## src/rtl/cbpo_pkg.sv

```systemverilog
// constants, types and helper functions for the corner badge pixel overlay
package cbpo_pkg;

	localparam int IMG_WIDTH  = 800;
	localparam int IMG_HEIGHT = 480;
	localparam int BADGE_SIZE = 98;

	localparam int CELL_W   = 22;
	localparam int CELL_H   = 36;
	localparam int STROKE_W = 5;
	localparam int MID_LO   = CELL_H / 2 - STROKE_W / 2;
	localparam int MID_HI   = MID_LO + STROKE_W;

	localparam int OFF_W   = 18;
	localparam int BYTE_W  = 8;
	localparam int PAGE_W  = 3;
	localparam int PIX_W   = OFF_W + 1;
	localparam int S_DATA_W = ((OFF_W + BYTE_W + 7) / 8) * 8;

	localparam int X_W   = $clog2(IMG_WIDTH + 1);
	localparam int Y_W   = $clog2((2 ** PIX_W - 1) / IMG_WIDTH + 1);
	localparam int SUM_W = ((X_W > Y_W) ? X_W : Y_W) + 2;
	localparam int CX_W  = $clog2(CELL_W);
	localparam int CY_W  = $clog2(CELL_H);

	// exact division by the image width: q = (p * RECIP) >> DIV_SH for every p of PIX_W bits
	localparam int     DIV_SH  = PIX_W + $clog2(IMG_WIDTH);
	localparam int     RECIP_W = PIX_W + 2;
	localparam int     PROD_W  = PIX_W + RECIP_W;
	localparam longint RECIP   = ((longint'(1) << DIV_SH) + IMG_WIDTH - 1) / IMG_WIDTH;
	localparam logic [RECIP_W-1:0] RECIP_C = RECIP_W'(RECIP);

	localparam int     ROWS0 = IMG_HEIGHT - BADGE_SIZE;
	localparam longint FIRST = (ROWS0 > 0) ? (longint'(ROWS0) * IMG_WIDTH) / 2 : 0;
	localparam logic [31:0] FIRST_C = 32'(FIRST);

	localparam logic signed [SUM_W-1:0] THRESH =
		SUM_W'(IMG_WIDTH - 1 + IMG_HEIGHT - 1 - BADGE_SIZE);
	localparam logic signed [SUM_W-1:0] CELL_X0 =
		SUM_W'(IMG_WIDTH - 1 - (BADGE_SIZE * 3) / 10 - CELL_W / 2);
	localparam logic signed [SUM_W-1:0] CELL_Y0 =
		SUM_W'(IMG_HEIGHT - 1 - (BADGE_SIZE * 3) / 10 - CELL_H / 2);
	localparam logic signed [SUM_W-1:0] CELL_W_S = SUM_W'(CELL_W);
	localparam logic signed [SUM_W-1:0] CELL_H_S = SUM_W'(CELL_H);

	localparam logic [3:0] PIX_BLACK = 4'h0;
	localparam logic [3:0] PIX_WHITE = 4'h1;

	localparam logic [PAGE_W-1:0] PAGE_RESET = PAGE_W'(1);
	localparam logic [PAGE_W-1:0] PAGE_ONE   = PAGE_W'(1);
	localparam logic [PAGE_W-1:0] PAGE_TWO   = PAGE_W'(2);
	localparam logic [PAGE_W-1:0] PAGE_THREE = PAGE_W'(3);
	localparam logic [PAGE_W-1:0] PAGE_FOUR  = PAGE_W'(4);

	typedef logic [6:0] seg_t;

	localparam seg_t SEG_TOP = 7'h01;
	localparam seg_t SEG_UR  = 7'h02;
	localparam seg_t SEG_LR  = 7'h04;
	localparam seg_t SEG_BOT = 7'h08;
	localparam seg_t SEG_LL  = 7'h10;
	localparam seg_t SEG_UL  = 7'h20;
	localparam seg_t SEG_MID = 7'h40;

	function automatic seg_t seg_for_page(logic [PAGE_W-1:0] page);
		seg_t s;
		unique case (page)
			PAGE_ONE:   s = SEG_UR | SEG_LR;
			PAGE_TWO:   s = SEG_TOP | SEG_UR | SEG_MID | SEG_LL | SEG_BOT;
			PAGE_THREE: s = SEG_TOP | SEG_UR | SEG_MID | SEG_LR | SEG_BOT;
			PAGE_FOUR:  s = SEG_UL | SEG_UR | SEG_MID | SEG_LR;
			default:    s = '0;
		endcase
		return s;
	endfunction

	function automatic logic stroke_lit(seg_t s, logic [CX_W-1:0] cx, logic [CY_W-1:0] cy);
		logic left, right, top, bot, mid, upper, lower;
		left  = cx < CX_W'(STROKE_W);
		right = cx >= CX_W'(CELL_W - STROKE_W);
		top   = cy < CY_W'(STROKE_W);
		bot   = cy >= CY_W'(CELL_H - STROKE_W);
		upper = cy < CY_W'(MID_HI);
		lower = cy >= CY_W'(MID_LO);
		mid   = upper && lower;
		return ((|(s & SEG_TOP)) && top) || ((|(s & SEG_BOT)) && bot) ||
			((|(s & SEG_MID)) && mid) ||
			((|(s & SEG_UL)) && left && upper) || ((|(s & SEG_LL)) && left && lower) ||
			((|(s & SEG_UR)) && right && upper) || ((|(s & SEG_LR)) && right && lower);
	endfunction

endpackage

```

## src/rtl/corner_badge_pixel_overlay_core.sv

```systemverilog
// corner badge pixel overlay: four-rank pipeline from byte offset and pixel pair to overlaid pair
// throughput: one byte per cycle while m_tready is high; set by the register ranks around the reciprocal multiply
// stages: input rank, quotient rank, x/y rank, output register
// reset: pipeline empties, page_number returns to 1
module corner_badge_pixel_overlay_core
	import cbpo_pkg::*;
(
	input  logic                clk,
	input  logic                arst_n,
	input  logic                cfg_we,
	input  logic [PAGE_W-1:0]   cfg_wdata,   // page_number
	input  logic                s_tvalid,
	output logic                s_tready,
	input  logic [S_DATA_W-1:0] s_tdata,     // byte_offset, data_in, zero padding
	input  logic                s_tlast,     // last_in
	output logic                m_tvalid,
	input  logic                m_tready,
	output logic [BYTE_W-1:0]   m_tdata,     // data_out
	output logic                m_tlast      // last_out
);

	logic [PAGE_W-1:0] page_number_q;

	logic v_s1, v_s2, v_s3, v_out_q;
	logic adv_s1, adv_s2, adv_s3, adv_out;

	logic [OFF_W-1:0]  off_s1;
	logic [BYTE_W-1:0] data_s1, data_s2, data_s3;
	logic              last_s1, last_s2, last_s3;

	logic [PIX_W-1:0]  p_s1, p_s2;
	logic              exam_s2, exam_s3;
	logic [PROD_W-1:0] prod;
	logic [Y_W-1:0]    q_s2, y_s3;
	logic [PIX_W-1:0]  rem;
	logic [X_W-1:0]    x_s3, x_right;

	logic [BYTE_W-1:0] data_out_q;
	logic              last_out_q;
	logic              page_ok;
	seg_t              segs;
	logic [3:0]        pix_left, pix_right;

	function automatic logic [3:0] overlay_pix(logic [3:0] pix, logic [X_W-1:0] x,
		logic [Y_W-1:0] y, logic en, seg_t s);
		logic signed [SUM_W-1:0] sum, cx, cy;
		logic in_cell;
		sum = $signed(SUM_W'(x)) + $signed(SUM_W'(y));
		cx  = $signed(SUM_W'(x)) - CELL_X0;
		cy  = $signed(SUM_W'(y)) - CELL_Y0;
		in_cell = !cx[SUM_W-1] && (cx < CELL_W_S) && !cy[SUM_W-1] && (cy < CELL_H_S);
		if (!en || sum < THRESH) begin
			return pix;
		end
		return (in_cell && stroke_lit(s, cx[CX_W-1:0], cy[CY_W-1:0])) ? PIX_WHITE : PIX_BLACK;
	endfunction

	// stall chain
	assign adv_out  = !v_out_q || m_tready;
	assign adv_s3   = !v_s3 || adv_out;
	assign adv_s2   = !v_s2 || adv_s3;
	assign adv_s1   = !v_s1 || adv_s2;
	assign s_tready = adv_s1;

	always_ff @(posedge clk or negedge arst_n) begin
		if (!arst_n) begin
			page_number_q <= PAGE_RESET;
		end else if (cfg_we) begin
			page_number_q <= cfg_wdata;
		end
	end

	always_ff @(posedge clk or negedge arst_n) begin
		if (!arst_n) begin
			v_s1    <= 1'b0;
			v_s2    <= 1'b0;
			v_s3    <= 1'b0;
			v_out_q <= 1'b0;
		end else begin
			if (adv_s1) begin
				v_s1 <= s_tvalid;
			end
			if (adv_s2) begin
				v_s2 <= v_s1;
			end
			if (adv_s3) begin
				v_s3 <= v_s2;
			end
			if (adv_out) begin
				v_out_q <= v_s3;
			end
		end
	end

	// input rank
	always_ff @(posedge clk) begin
		if (adv_s1) begin
			off_s1  <= s_tdata[OFF_W-1:0];
			data_s1 <= s_tdata[OFF_W +: BYTE_W];
			last_s1 <= s_tlast;
		end
	end

	assign p_s1 = {off_s1, 1'b0};
	assign prod = PROD_W'(p_s1) * PROD_W'(RECIP_C);

	// quotient rank: y of the pixel pair
	always_ff @(posedge clk) begin
		if (adv_s2) begin
			p_s2    <= p_s1;
			q_s2    <= prod[DIV_SH +: Y_W];
			exam_s2 <= 32'(off_s1) >= FIRST_C;
			data_s2 <= data_s1;
			last_s2 <= last_s1;
		end
	end

	assign rem = p_s2 - PIX_W'(PIX_W'(q_s2) * PIX_W'(IMG_WIDTH));

	// x/y rank
	always_ff @(posedge clk) begin
		if (adv_s3) begin
			x_s3    <= rem[X_W-1:0];
			y_s3    <= q_s2;
			exam_s3 <= exam_s2;
			data_s3 <= data_s2;
			last_s3 <= last_s2;
		end
	end

	assign page_ok   = (page_number_q != '0) && (page_number_q <= PAGE_FOUR);
	assign segs      = seg_for_page(page_number_q);
	assign x_right   = x_s3 + X_W'(1);
	assign pix_left  = overlay_pix(data_s3[7:4], x_s3, y_s3, exam_s3 && page_ok, segs);
	assign pix_right = overlay_pix(data_s3[3:0], x_right, y_s3, exam_s3 && page_ok, segs);

	// output register
	always_ff @(posedge clk) begin
		if (adv_out) begin
			data_out_q <= {pix_left, pix_right};
			last_out_q <= last_s3;
		end
	end

	assign m_tvalid = v_out_q;
	assign m_tdata  = data_out_q;
	assign m_tlast  = last_out_q;

endmodule

```

## config.mk

```make
export PLATFORM = sky130hd
export DESIGN_NAME = corner_badge_pixel_overlay_core
export DESIGN_NICKNAME = d
export VERILOG_FILES = /design/src/rtl/cbpo_pkg.sv /design/src/rtl/corner_badge_pixel_overlay_core.sv
export SDC_FILE = /design/constraint.sdc
export NUM_CORES = 1
export LEC_CHECK = 0
export BUFFER_PORTS_ARGS = -buffer_cell sky130_fd_sc_hd__clkbuf_2
export CORE_MARGIN = 2
export CORE_UTILIZATION = 60
export DETAILED_ROUTE_END_ITERATION = 8
export PLACE_DENSITY = 0.76
export SYNTH_ARGS = -nofsm -noshare
export SYNTH_HDL_FRONTEND = slang
export SYNTH_SLANG_ARGS = --single-unit
```

## constraint.sdc

```tcl
create_clock -name clk -period 17.18 [get_ports clk]
set_input_delay 5.154 -clock clk [delete_from_list [all_inputs] [get_ports clk]]
set_output_delay 5.154 -clock clk [all_outputs]
set_load 0.05 [all_outputs]
```

==> flow_summary_export.csv <==
group,metric,value,unit
sta,final-max-slew-violation-count,0,
sta,fin_worst_skew,0.0116,ns
finish,postLayoutCellArea,11200,sq um
die,fp.dieW,136,um
global_routing,grt_max_degree,29,
clocking,cts.repair.resized,0,
global_routing,grt_pass1_vias,6904,
die,rows,48,
setup_path,crit_top_cell,"clkbuf_2",
worst_hold_path,min_to,"y_s3[7]",
place,placed_cell_area,10900,sq um
logic_synthesis,netlist_area,10400,sq um
global_routing,overflow,0,
die,start_util,60.6,%
routing,via_per_inst,5.39,
clocking,insertion_delay,0.36,ns
logic_synthesis,syn_inst,930,
sta,setup_viol,0,
logic_synthesis,ys_ff_latch,101,
finish,final-seq-area,3000,sq um
place,dp_hpwl,16700,um
outcome,status,"finished, final reports clean",
setup_path,worstPathCellList,"clkbuf_2 > nor2b_1 > nand4_1 > clkbuf_2",
clocking,cts.sinks,101,
die,core,17100,sq um
clocking,post_cts_buffers,0,
setup_path,cp_num_buf_inv,2,
sta,fin_tns_setup,0,ns
clocking,cts-root-buf,"clkbuf_16",
setup_path,crit_type,"in -> out",
die,die-area,18400,sq um
sta,holdWs,0.416,ns
flow_run,drv_cap,0,
routing,wl,20300,um
logic_synthesis,synth_edf_count,94,
logic_synthesis,async_flop_share,6.93,%
clocking,cts_buffer_depth,2,
global_routing,grt_usage,24.4,%
setup_path,end_kind,"primary output",
setup_path,r2r-start,"off_s1[16]",
logic_synthesis,synth.area.top_cells,"edfxtp_1, fa_1, ha_1",
setup_path,crit_family,"simple AND/OR/NAND/NOR gates",
clocking,cts_buffers,9,
worst_hold_path,hold_depth,0,
place,gp_congestion,0.916,
logic_synthesis,synth-main-ff-cell,"edfxtp_1",
global_routing,grt_pass1_wl,34100,um
die,die_h,136,um
finish,syn_to_final_growth,7.79,%
worst_hold_path,holdCritStartpoint,"q_s2[7]",
setup_path,critPathArrivalTime,6.02,ns
die,io_pins,52,
setup_path,required,12.03,ns
clocking,path_clk_slew,0.08,ns
logic_synthesis,ys_types,61,
setup_path,reg2regPathDepth,18,
finish,nNetsFinal,1321,
routing,postRouteAntennaNets,0,
sta,tightest_slew,0.655,ns
global_routing,antenna_found_initial,0,
sta,period_share,65.1,%
clocking,htreeDepth,3,
setup_path,rrSetupSlack,10.96,ns
sta,max_freq,89.5,MHz
logic_synthesis,avgSynthCellArea,11.2,sq um
setup_path,r2r-end,"q_s2[6]",
setup_path,path_max_fanout,5,
sta,slew_headroom,56.3,%
finish,n_fill_cell,1334,
setup_path,worst_path_max_delay_cell,"clkbuf_2",
routing,vias,6539,
logic_synthesis,syn_nets,1268,
clocking,cts_tree,"yes",
logic_synthesis,yosysTopAreaCell,"edfxtp_1",
finish,diodes,0,
setup_path,critical_path.startpoint_type,"primary input",
worst_hold_path,hp-class,"reg -> reg",
routing,firstDrtPassIters,4,
place,port_buffers,45,
logic_synthesis,synth_top_area_share,27.2,%
routing,drc,0,
routing,post_drt_wl_per_cell,16.7,um
clocking,cts_hold_buf,0,
sta,rsz0062_at_grt,"false",
logic_synthesis,yosysSeqAreaShare,28.9,%
setup_path,cp_slowest_stage_delay,0.31,ns
routing,drt_iter0_drc,332,
finish,drive_above_1_share,8.40,%
logic_synthesis,synth_warnings,0,
sta,period_minus_slack,11.18,ns
finish,multi_input_comb_area,6470,sq um
sta,hold_viol,0,
layer usage:
| layer | vias up | track usage (%) | share of wire (%) | wire length (um) |
|---|---|---|---|---|
| met5 | - | 0 | 0 | 0 |
| met4 | 0 | 6.77 | 2.0 | 413 |
| met3 | 28 | 3.70 | 3.3 | 679 |
| met2 | 132 | 43.3 | 51 | 10400 |
| met1 | 3182 | 31.3 | 44 | 8850 |
| li1 | 3197 | - | - | - |
cell usage after synthesis, types with 3 or more instances:
cell type	count
ha_1	179
dfrtp_1	6
a211oi_1	6
a21oi_1	34
and2_1	7
clkbuf_1	3
nor2b_1	7
o21ai_0	24
a31oi_1	15
or2_2	3
a21o_1	12
nand2_1	26
edfxtp_1	94
nand2b_1	11
and3_1	7
or3_1	3
nand4_1	6
o211ai_1	5
xnor2_1	19
xor2_1	12
nor4_1	3
o21ai_1	7
o22ai_1	3
nor3_1	9
nor2_1	17
mux2_2	4
o21bai_1	4
inv_1	233
fa_1	118
nand3_1	13
cell usage in the layout, fill, tap and decap left out, types with 6 or more instances in the layout:
cell type	instances
a211oi_1	6
a21o_1	12
a21oi_1	34
a31oi_1	15
and2_1	7
and3_1	7
clkbuf_16	9
clkbuf_2	45
dfrtp_1	6
edfxtp_1	94
fa_1	118
ha_1	179
inv_1	233
nand2_1	26
nand2b_1	11
nand3_1	13
nand4_1	6
nor2_1	17
nor2b_1	7
nor3_1	9
o21ai_0	24
o21ai_1	7
xnor2_1	19
xor2_1	12
stage by stage:
step / setup WS, ns / util (%) / cells
2_1_floorplan: 5.40 / - / 930
3_3_place_gp: 5.97 / 63.5 / 1197
3_5_place_dp: 6.00 / 63.5 / 1197
4_1_cts: 6.00 / 65.4 / 1213
5_1_grt: 5.93 / 65.4 / 1213
6_report: 6.00 / 65.4 / 1213
kinds of logic after synthesis:
group           share of synthesized area [%]
compound gates                           8.48
xor+xnor                                 2.62
fa+ha+maj                                44.4
buf+inv                                  8.80
flops                                    28.9
mux                                     0.687
simple gates                             6.09
sequential cells by signal, summed over array words and instances (netlist names), 3 cells and up:
name           cells
data_s3            8
data_s2            8
page_number_q      3
x_s3               9
p_s2               9
q_s2              10
off_s1            18
data_s1            8
m_tdata            8
y_s3              10
worst max path at each step:
stage / depth (start not counted) / from / to
2_1_floorplan: 2 / m_tready / s_tready
3_3_place_gp: 4 / m_tready / s_tready
3_5_place_dp: 4 / m_tready / s_tready
4_1_cts: 4 / m_tready / s_tready
5_1_grt: 4 / m_tready / s_tready
6_report: 4 / m_tready / s_tready
cell type report:
cell class	count	area share, %
multi-input combinational	589	57.8
timing repair buffer	48	2.21
clock buffer	9	2.01
tap	225	2.52
sequential	101	26.8
inverter	234	7.87
clock inverter	7	0.772
Power is not shown: default switching activity piles up to over one toggle a cycle in this logic, so the estimate is an artifact.
